File: config.mk
export PLATFORM = sky130hd
export DESIGN_NAME = modular_exponentiation_unit
export DESIGN_NICKNAME = d
export VERILOG_FILES = /design/src/rtl/modexp_pkg.sv /design/src/rtl/modular_exponentiation_unit.sv
export SDC_FILE = /design/constraint.sdc
export NUM_CORES = 1
export LEC_CHECK = 0
export BUFFER_PORTS_ARGS = -buffer_cell sky130_fd_sc_hd__buf_2
export CAP_MARGIN = 20
export CORE_MARGIN = 4
export CORE_UTILIZATION = 50
export CTS_BUF_LIST = sky130_fd_sc_hd__clkbuf_8
export CTS_CLUSTER_SIZE = 28
export DETAILED_ROUTE_END_ITERATION = 8
export PLACE_DENSITY = 0.67
export SYNTH_ARGS = -nofsm -noshare
export SYNTH_HDL_FRONTEND = slang
export SYNTH_SLANG_ARGS = --single-unit
File: constraint.sdc
create_clock -name clk -period 5.9 [get_ports clk]
set_input_delay 1.77 -clock clk [delete_from_list [all_inputs] [get_ports clk]]
set_output_delay 1.77 -clock clk [all_outputs]
set_load 0.02 [all_outputs]
File: src/rtl/modexp_pkg.sv
package modexp_pkg;

  // widths of the fields on the ports
  localparam int FIELD_W = 32;

  // default operand width
  localparam int MOD_WIDTH_DEF = 32;

  // configuration register map
  localparam int CFG_INDEX_W = 1;
  localparam logic [CFG_INDEX_W-1:0] REG_MODULUS  = 1'b0;
  localparam logic [CFG_INDEX_W-1:0] REG_EXPONENT = 1'b1;

  localparam logic [FIELD_W-1:0] MODULUS_RST  = 32'd2;
  localparam logic [FIELD_W-1:0] EXPONENT_RST = 32'd1;

  typedef enum logic [2:0] {
    ST_IDLE,
    ST_REDUCE,
    ST_NEXT,
    ST_MULT,
    ST_SHIFT,
    ST_SQUARE,
    ST_DONE
  } state_t;

endpackage

File: src/rtl/modular_exponentiation_unit.sv
// channel   direction  ports                          transfer when
// -------   ---------  -----------------------------  ---------------------
// input     in         start, base_value              start high, busy low
// result    out        done, power_result             done high (one cycle)
// config    in         cfg_write, cfg_index, cfg_data cfg_write high
//
// each base runs through a reduction of the base, then a multiply for every one bit
// and a square for every further bit of the exponent; a zero exponent ends after the
// reduction and a zero modulus goes straight to the result. the shared shift-add-reduce
// unit handles one multiplier bit per cycle. busy stays high from the accepted start to
// the result cycle, and the next start is taken in the cycle after the result. reset is
// synchronous and returns modulus 2, exponent 1. the receiver cannot stall: each result
// is shown for one cycle.
module modular_exponentiation_unit #(
  parameter int MOD_WIDTH = modexp_pkg::MOD_WIDTH_DEF
) (
  input  logic                                clk,
  input  logic                                rst,
  input  logic                                start,
  output logic                                busy,
  input  logic [modexp_pkg::FIELD_W-1:0]      base_value,
  output logic                                done,
  output logic [modexp_pkg::FIELD_W-1:0]      power_result,
  input  logic                                cfg_write,
  input  logic [modexp_pkg::CFG_INDEX_W-1:0]  cfg_index,
  input  logic [modexp_pkg::FIELD_W-1:0]      cfg_data
);

  localparam int W  = MOD_WIDTH;
  localparam int FW = modexp_pkg::FIELD_W;
  localparam int CW = $clog2(MOD_WIDTH + 1);

  modexp_pkg::state_t state, state_next;

  logic [FW-1:0] modulus;
  logic [FW-1:0] exponent;

  logic [W-1:0]  m_op, e_op, b_op;
  logic [W-1:0]  acc, acc_next;
  logic [W-1:0]  sq, sq_next;
  logic [W-1:0]  ebits, ebits_next;
  logic [W-1:0]  op_a, op_a_next;
  logic [W-1:0]  op_b, op_b_next;
  logic [W-1:0]  part, part_next;
  logic [CW-1:0] count, count_next;

  logic [W+1:0]  sum, m1, m2;
  logic [W-1:0]  step;
  logic          last;
  logic [W-1:0]  ebits_shr;

  // operands are the fields taken modulo 2^MOD_WIDTH
  if (W > FW) begin : g_wide
    assign m_op = {{(W-FW){1'b0}}, modulus};
    assign e_op = {{(W-FW){1'b0}}, exponent};
    assign b_op = {{(W-FW){1'b0}}, base_value};
  end else begin : g_narrow
    assign m_op = modulus[W-1:0];
    assign e_op = exponent[W-1:0];
    assign b_op = base_value[W-1:0];
  end

  if (W >= FW) begin : g_out_trunc
    assign power_result = acc[FW-1:0];
  end else begin : g_out_ext
    assign power_result = {{(FW-W){1'b0}}, acc};
  end

  // shared unit: part = 2*part + a_bit*b, reduced; part and b stay below m
  always_comb begin
    sum  = {1'b0, part, 1'b0} + {2'b00, (op_a[W-1] ? op_b : {W{1'b0}})};
    m1   = {2'b00, m_op};
    m2   = {1'b0, m_op, 1'b0};
    if (sum >= m2) begin
      step = W'(sum - m2);
    end else if (sum >= m1) begin
      step = W'(sum - m1);
    end else begin
      step = sum[W-1:0];
    end
  end

  assign last      = (count == CW'(1));
  assign ebits_shr = ebits >> 1;

  assign busy = (state != modexp_pkg::ST_IDLE);
  assign done = (state == modexp_pkg::ST_DONE);

  // next state
  always_comb begin
    state_next = state;
    case (state)
      modexp_pkg::ST_IDLE: begin
        if (start) begin
          state_next = (m_op == '0) ? modexp_pkg::ST_DONE : modexp_pkg::ST_REDUCE;
        end
      end
      modexp_pkg::ST_REDUCE: begin
        if (last) state_next = modexp_pkg::ST_NEXT;
      end
      modexp_pkg::ST_NEXT: begin
        if (ebits == '0) begin
          state_next = modexp_pkg::ST_DONE;
        end else if (ebits[0]) begin
          state_next = modexp_pkg::ST_MULT;
        end else begin
          state_next = modexp_pkg::ST_SHIFT;
        end
      end
      modexp_pkg::ST_MULT: begin
        if (last) state_next = modexp_pkg::ST_SHIFT;
      end
      modexp_pkg::ST_SHIFT: begin
        state_next = (ebits_shr != '0) ? modexp_pkg::ST_SQUARE : modexp_pkg::ST_DONE;
      end
      modexp_pkg::ST_SQUARE: begin
        if (last) state_next = modexp_pkg::ST_NEXT;
      end
      modexp_pkg::ST_DONE: begin
        state_next = modexp_pkg::ST_IDLE;
      end
      default: begin
        state_next = modexp_pkg::ST_IDLE;
      end
    endcase
  end

  // datapath control
  always_comb begin
    acc_next   = acc;
    sq_next    = sq;
    ebits_next = ebits;
    op_a_next  = op_a;
    op_b_next  = op_b;
    part_next  = part;
    count_next = count;
    case (state)
      modexp_pkg::ST_IDLE: begin
        if (start) begin
          // 1 mod m, which is 0 for m of 0 or 1
          acc_next   = (m_op > W'(1)) ? W'(1) : '0;
          ebits_next = e_op;
          // base mod m as base * (1 mod m)
          op_a_next  = b_op;
          op_b_next  = (m_op > W'(1)) ? W'(1) : '0;
          part_next  = '0;
          count_next = CW'(W);
        end
      end
      modexp_pkg::ST_REDUCE,
      modexp_pkg::ST_MULT,
      modexp_pkg::ST_SQUARE: begin
        op_a_next  = op_a << 1;
        part_next  = step;
        count_next = count - CW'(1);
        if (last) begin
          if (state == modexp_pkg::ST_MULT) begin
            acc_next = step;
          end else begin
            sq_next = step;
          end
        end
      end
      modexp_pkg::ST_NEXT: begin
        if (ebits[0]) begin
          op_a_next  = acc;
          op_b_next  = sq;
          part_next  = '0;
          count_next = CW'(W);
        end
      end
      modexp_pkg::ST_SHIFT: begin
        ebits_next = ebits_shr;
        op_a_next  = sq;
        op_b_next  = sq;
        part_next  = '0;
        count_next = CW'(W);
      end
      modexp_pkg::ST_DONE: begin
        acc_next = acc;
      end
      default: begin
        acc_next = acc;
      end
    endcase
  end

  always_ff @(posedge clk) begin
    if (rst) begin
      state    <= modexp_pkg::ST_IDLE;
      modulus  <= modexp_pkg::MODULUS_RST;
      exponent <= modexp_pkg::EXPONENT_RST;
    end else begin
      state <= state_next;
      if (cfg_write) begin
        case (cfg_index)
          modexp_pkg::REG_MODULUS:  modulus  <= cfg_data;
          modexp_pkg::REG_EXPONENT: exponent <= cfg_data;
          default: begin
            modulus <= modulus;
          end
        endcase
      end
    end
  end

  always_ff @(posedge clk) begin
    if (rst) begin
      acc   <= '0;
      sq    <= '0;
      ebits <= '0;
      op_a  <= '0;
      op_b  <= '0;
      part  <= '0;
      count <= '0;
    end else begin
      acc   <= acc_next;
      sq    <= sq_next;
      ebits <= ebits_next;
      op_a  <= op_a_next;
      op_b  <= op_b_next;
      part  <= part_next;
      count <= count_next;
    end
  end

endmodule

==> impl_metrics.toml <==
[place]
place.gp.congestion = 0.997
dp_slack_ns = -0.0771
dpl.hpwl_um = 44200
place_area_sq_um = 18300
io_buffers = 102

[die]
core_area_sq_um = 33500
initial_core_util_pct = 50.6
rows = 67
die_x_um = 192
ios = 103
die_area_sq_um = 36900
die_y_um = 192

[cts]
cts_tree = "built"
cts.sinks = 265
clkLatencyLatePin_ns = 0.63
clock_path_buffers = 3
cts_made_buffers = 47
htree_levels = 2
path_clk_slew_ns = 0.06
cts-root-buf = "clkbuf_8"

[synthesis]
ys_seq_area_share_pct = 31.3
netlist_area_sq_um = 17000
syn_nets = 2356
synth_area_per_cell_sq_um = 7.76
syn_inst = 2187
synth-warning-count = 0
synth_seq_cells = 265
synth_edf_count = 0
synthArstFlopShare_pct = 0
ys_types = 81
synth_flop_cell = "dfxtp_1"

[timing]
tightestPinTransition_ns = 1.04
postLayoutSetupSlackWorst_ns = 0.231
timing.slew.headroom_pct = 30.6
hold_viol = 0
holdWs_ns = 0.449
finalClockSkew_ns = 0.0274
slew_violations = 0
fin_crit_ns = 5.67
max_freq_mhz = 176
fin_crit_sh_pct = 96.1
setup_viol = 0

[detailed_routing]
drc = 0
viasPerCell = 6.13
num_vias = 17100
postRouteAntennaNets = 0
wl_per_cell_um = 21.1
drtIter0Drc = 1417
firstDrtPassIters = 5
wirelength_um = 59000

[critical_path]
cp-end-kind = "flip-flop"
path_max_fanout = 17
reg2reg_depth = 23
criticalPathCategory = "flip-flop to flip-flop"
critPathBufInv = 3
worst-endpoint-arrival_ns = 6.18
critical_path_cell_count = 23
path_cells = "buf_4 > and2_1 > ha_1 > a21oi_2 > a21boi_0 > nor3_2 > a21oi_2 > nor4b_1 > nor3_1 > xor2_1 > buf_4 > ha_1 > nand4_2 > or4_1 > o31a_1 > and3_4 > a21oi_4 > a311oi_4 > nand3_4 > buf_4 > mux2i_4 > mux2i_2 > o211a_1"
critPathMostFrequentCell = "buf_4"
critPathSlowestCell = "or4_1"
cp_top_family = "simple AND/OR/NAND/NOR gates"
critical_path_required_ns = 6.41
startpoint_type = "flip-flop"
slowest_delay_ns = 0.54

[grt]
grt_pass1_vias = 16600
grt.total_usage_pct = 31.2
use_met3_pct = 4.91
grtUsageMet2_pct = 51.1
antenna_found_initial = 0
met1_usage_pct = 39.7
grt_pass1_wl_um = 91200
grt_max_degree = 95
grt_overflow = 0
busiest_layer = "met2"

[cells_and_area]
syn2layout_area_growth_pct = 15.5
diodes = 0
fin_nets = 2480
layout-drive-gt1-share_pct = 15.7
multi_input_area_sq_um = 11000
stdcell_area_sq_um = 19600
regArea_sq_um = 5310
final_common_cell = "nand2_1"
nFillCells = 3167
layout_common_cells = "nand2_1, dfxtp_1, a21oi_1, nor2_1, buf_4"

[power_and_ir_drop]
leakagePower_nw = 8.12
powerDensity_nw_per_um2 = 710
fin_total_pwr_mw = 13.9
vdd_drop_max_uv = 427

[run_status]
status = "finished clean"

[min_path]
hp-class = "flip-flop to flip-flop"
hold_depth = 2

[flow_run]
drv_cap = 0
## sequential cells by signal, summed over array words and instances, names as in the netlist, 32 cells and up
| signal | flops |
|---|---|
| e_op | 32 |
| ebits | 32 |
| m_op | 32 |
| op_a | 32 |
| op_b | 32 |
| part | 32 |
| power_result | 32 |
| sq | 32 |
## worst min-delay path: stages, from the launching register on
cell and delay, ns:
dfxtp_1 0.31, nand2_1 0.05, a21oi_1 0.05
## cell families after synthesis
kind of cell	after synthesis	share of synthesized area [%]
mux	90	5.44
simple gates	799	21.5
xor+xnor	79	4.12
compound gates	645	25.4
fa+ha+maj	100	7.51
buf+inv	209	4.79
flops	265	31.3
## metrics by stage
step                TNS (ns)  instances  utilization (%)
finish                     0       2795             58.4
global route          -0.421       2795             58.4
CTS                        0       2785             57.7
detailed placement   -0.0771       2700             54.7
global placement     -0.0495       2699             54.6
floorplan                  0       2187                -
## routing by layer
metal / wire [um] / vias up
li1: - / 8171
met1: 24700 / 8128
met2: 27300 / 673
met3: 3720 / 169
met4: 3290 / 0
met5: 0 / -
## repair_timing
action	CTS	global route
pin swaps	0	3
hold buffers	0	0
setup buffers	0	6
resized for setup	4	33
endpoints found under the setup margin	11	96
## final cells by class
class | count | share of cell area, %
Multi-Input combinational cell | 1713 | 56.3
Sequential cell | 265 | 27.1
Timing Repair Buffer | 217 | 7.47
Clock buffer | 59 | 4.14
Tap cell | 448 | 2.86
Inverter | 67 | 1.28
Clock inverter | 26 | 0.849
## where the power goes
part           internal [mW]  total (mW)  switching [mW]
clock network          0.987        1.78           0.788
logic                   3.88        9.67            5.79
registers               2.16        2.48           0.313
total                   7.03        13.9            6.89
## path summary, 6_finish.rpt
check	start	to	slack, ns
max reg2reg	op_a[31]	sq[15]	0.23
min reg2reg	op_b[20]	op_b[20]	0.45
min	op_b[20]	op_b[20]	0.45
max	op_a[31]	sq[15]	0.23
## synth_stat cells (7+ instances only)
library cell / n / area, sq um
a222oi_1: 9 / 90.1
o21a_1: 19 / 143
and4_1: 8 / 70.1
and2_1: 41 / 257
a22o_1: 20 / 175
a211oi_1: 58 / 435
a221oi_1: 35 / 307
ha_1: 97 / 1210
and3_1: 11 / 68.8
buf_1: 10 / 37.5
o21ai_0: 91 / 455
nor2b_1: 13 / 81.3
o211ai_1: 15 / 113
xnor2_1: 47 / 412
dfxtp_1: 265 / 5310
a21o_1: 30 / 225
clkbuf_1: 122 / 458
nand2_1: 314 / 1180
nand3_1: 77 / 385
buf_2: 8 / 40.0
mux2_2: 17 / 191
xor2_1: 31 / 272
a21oi_1: 205 / 1030
a21boi_0: 7 / 52.6
nor4_1: 20 / 125
o21bai_1: 13 / 97.6
mux2i_1: 73 / 731
inv_1: 67 / 251
nor2_1: 193 / 724
nor3_1: 61 / 305
a22oi_1: 27 / 203
o31ai_1: 7 / 52.6
nand4_1: 16 / 100
o22a_1: 24 / 210
a31oi_1: 25 / 156
nand2b_1: 15 / 93.8
Note: power is estimated with default switching activity, not from simulation.
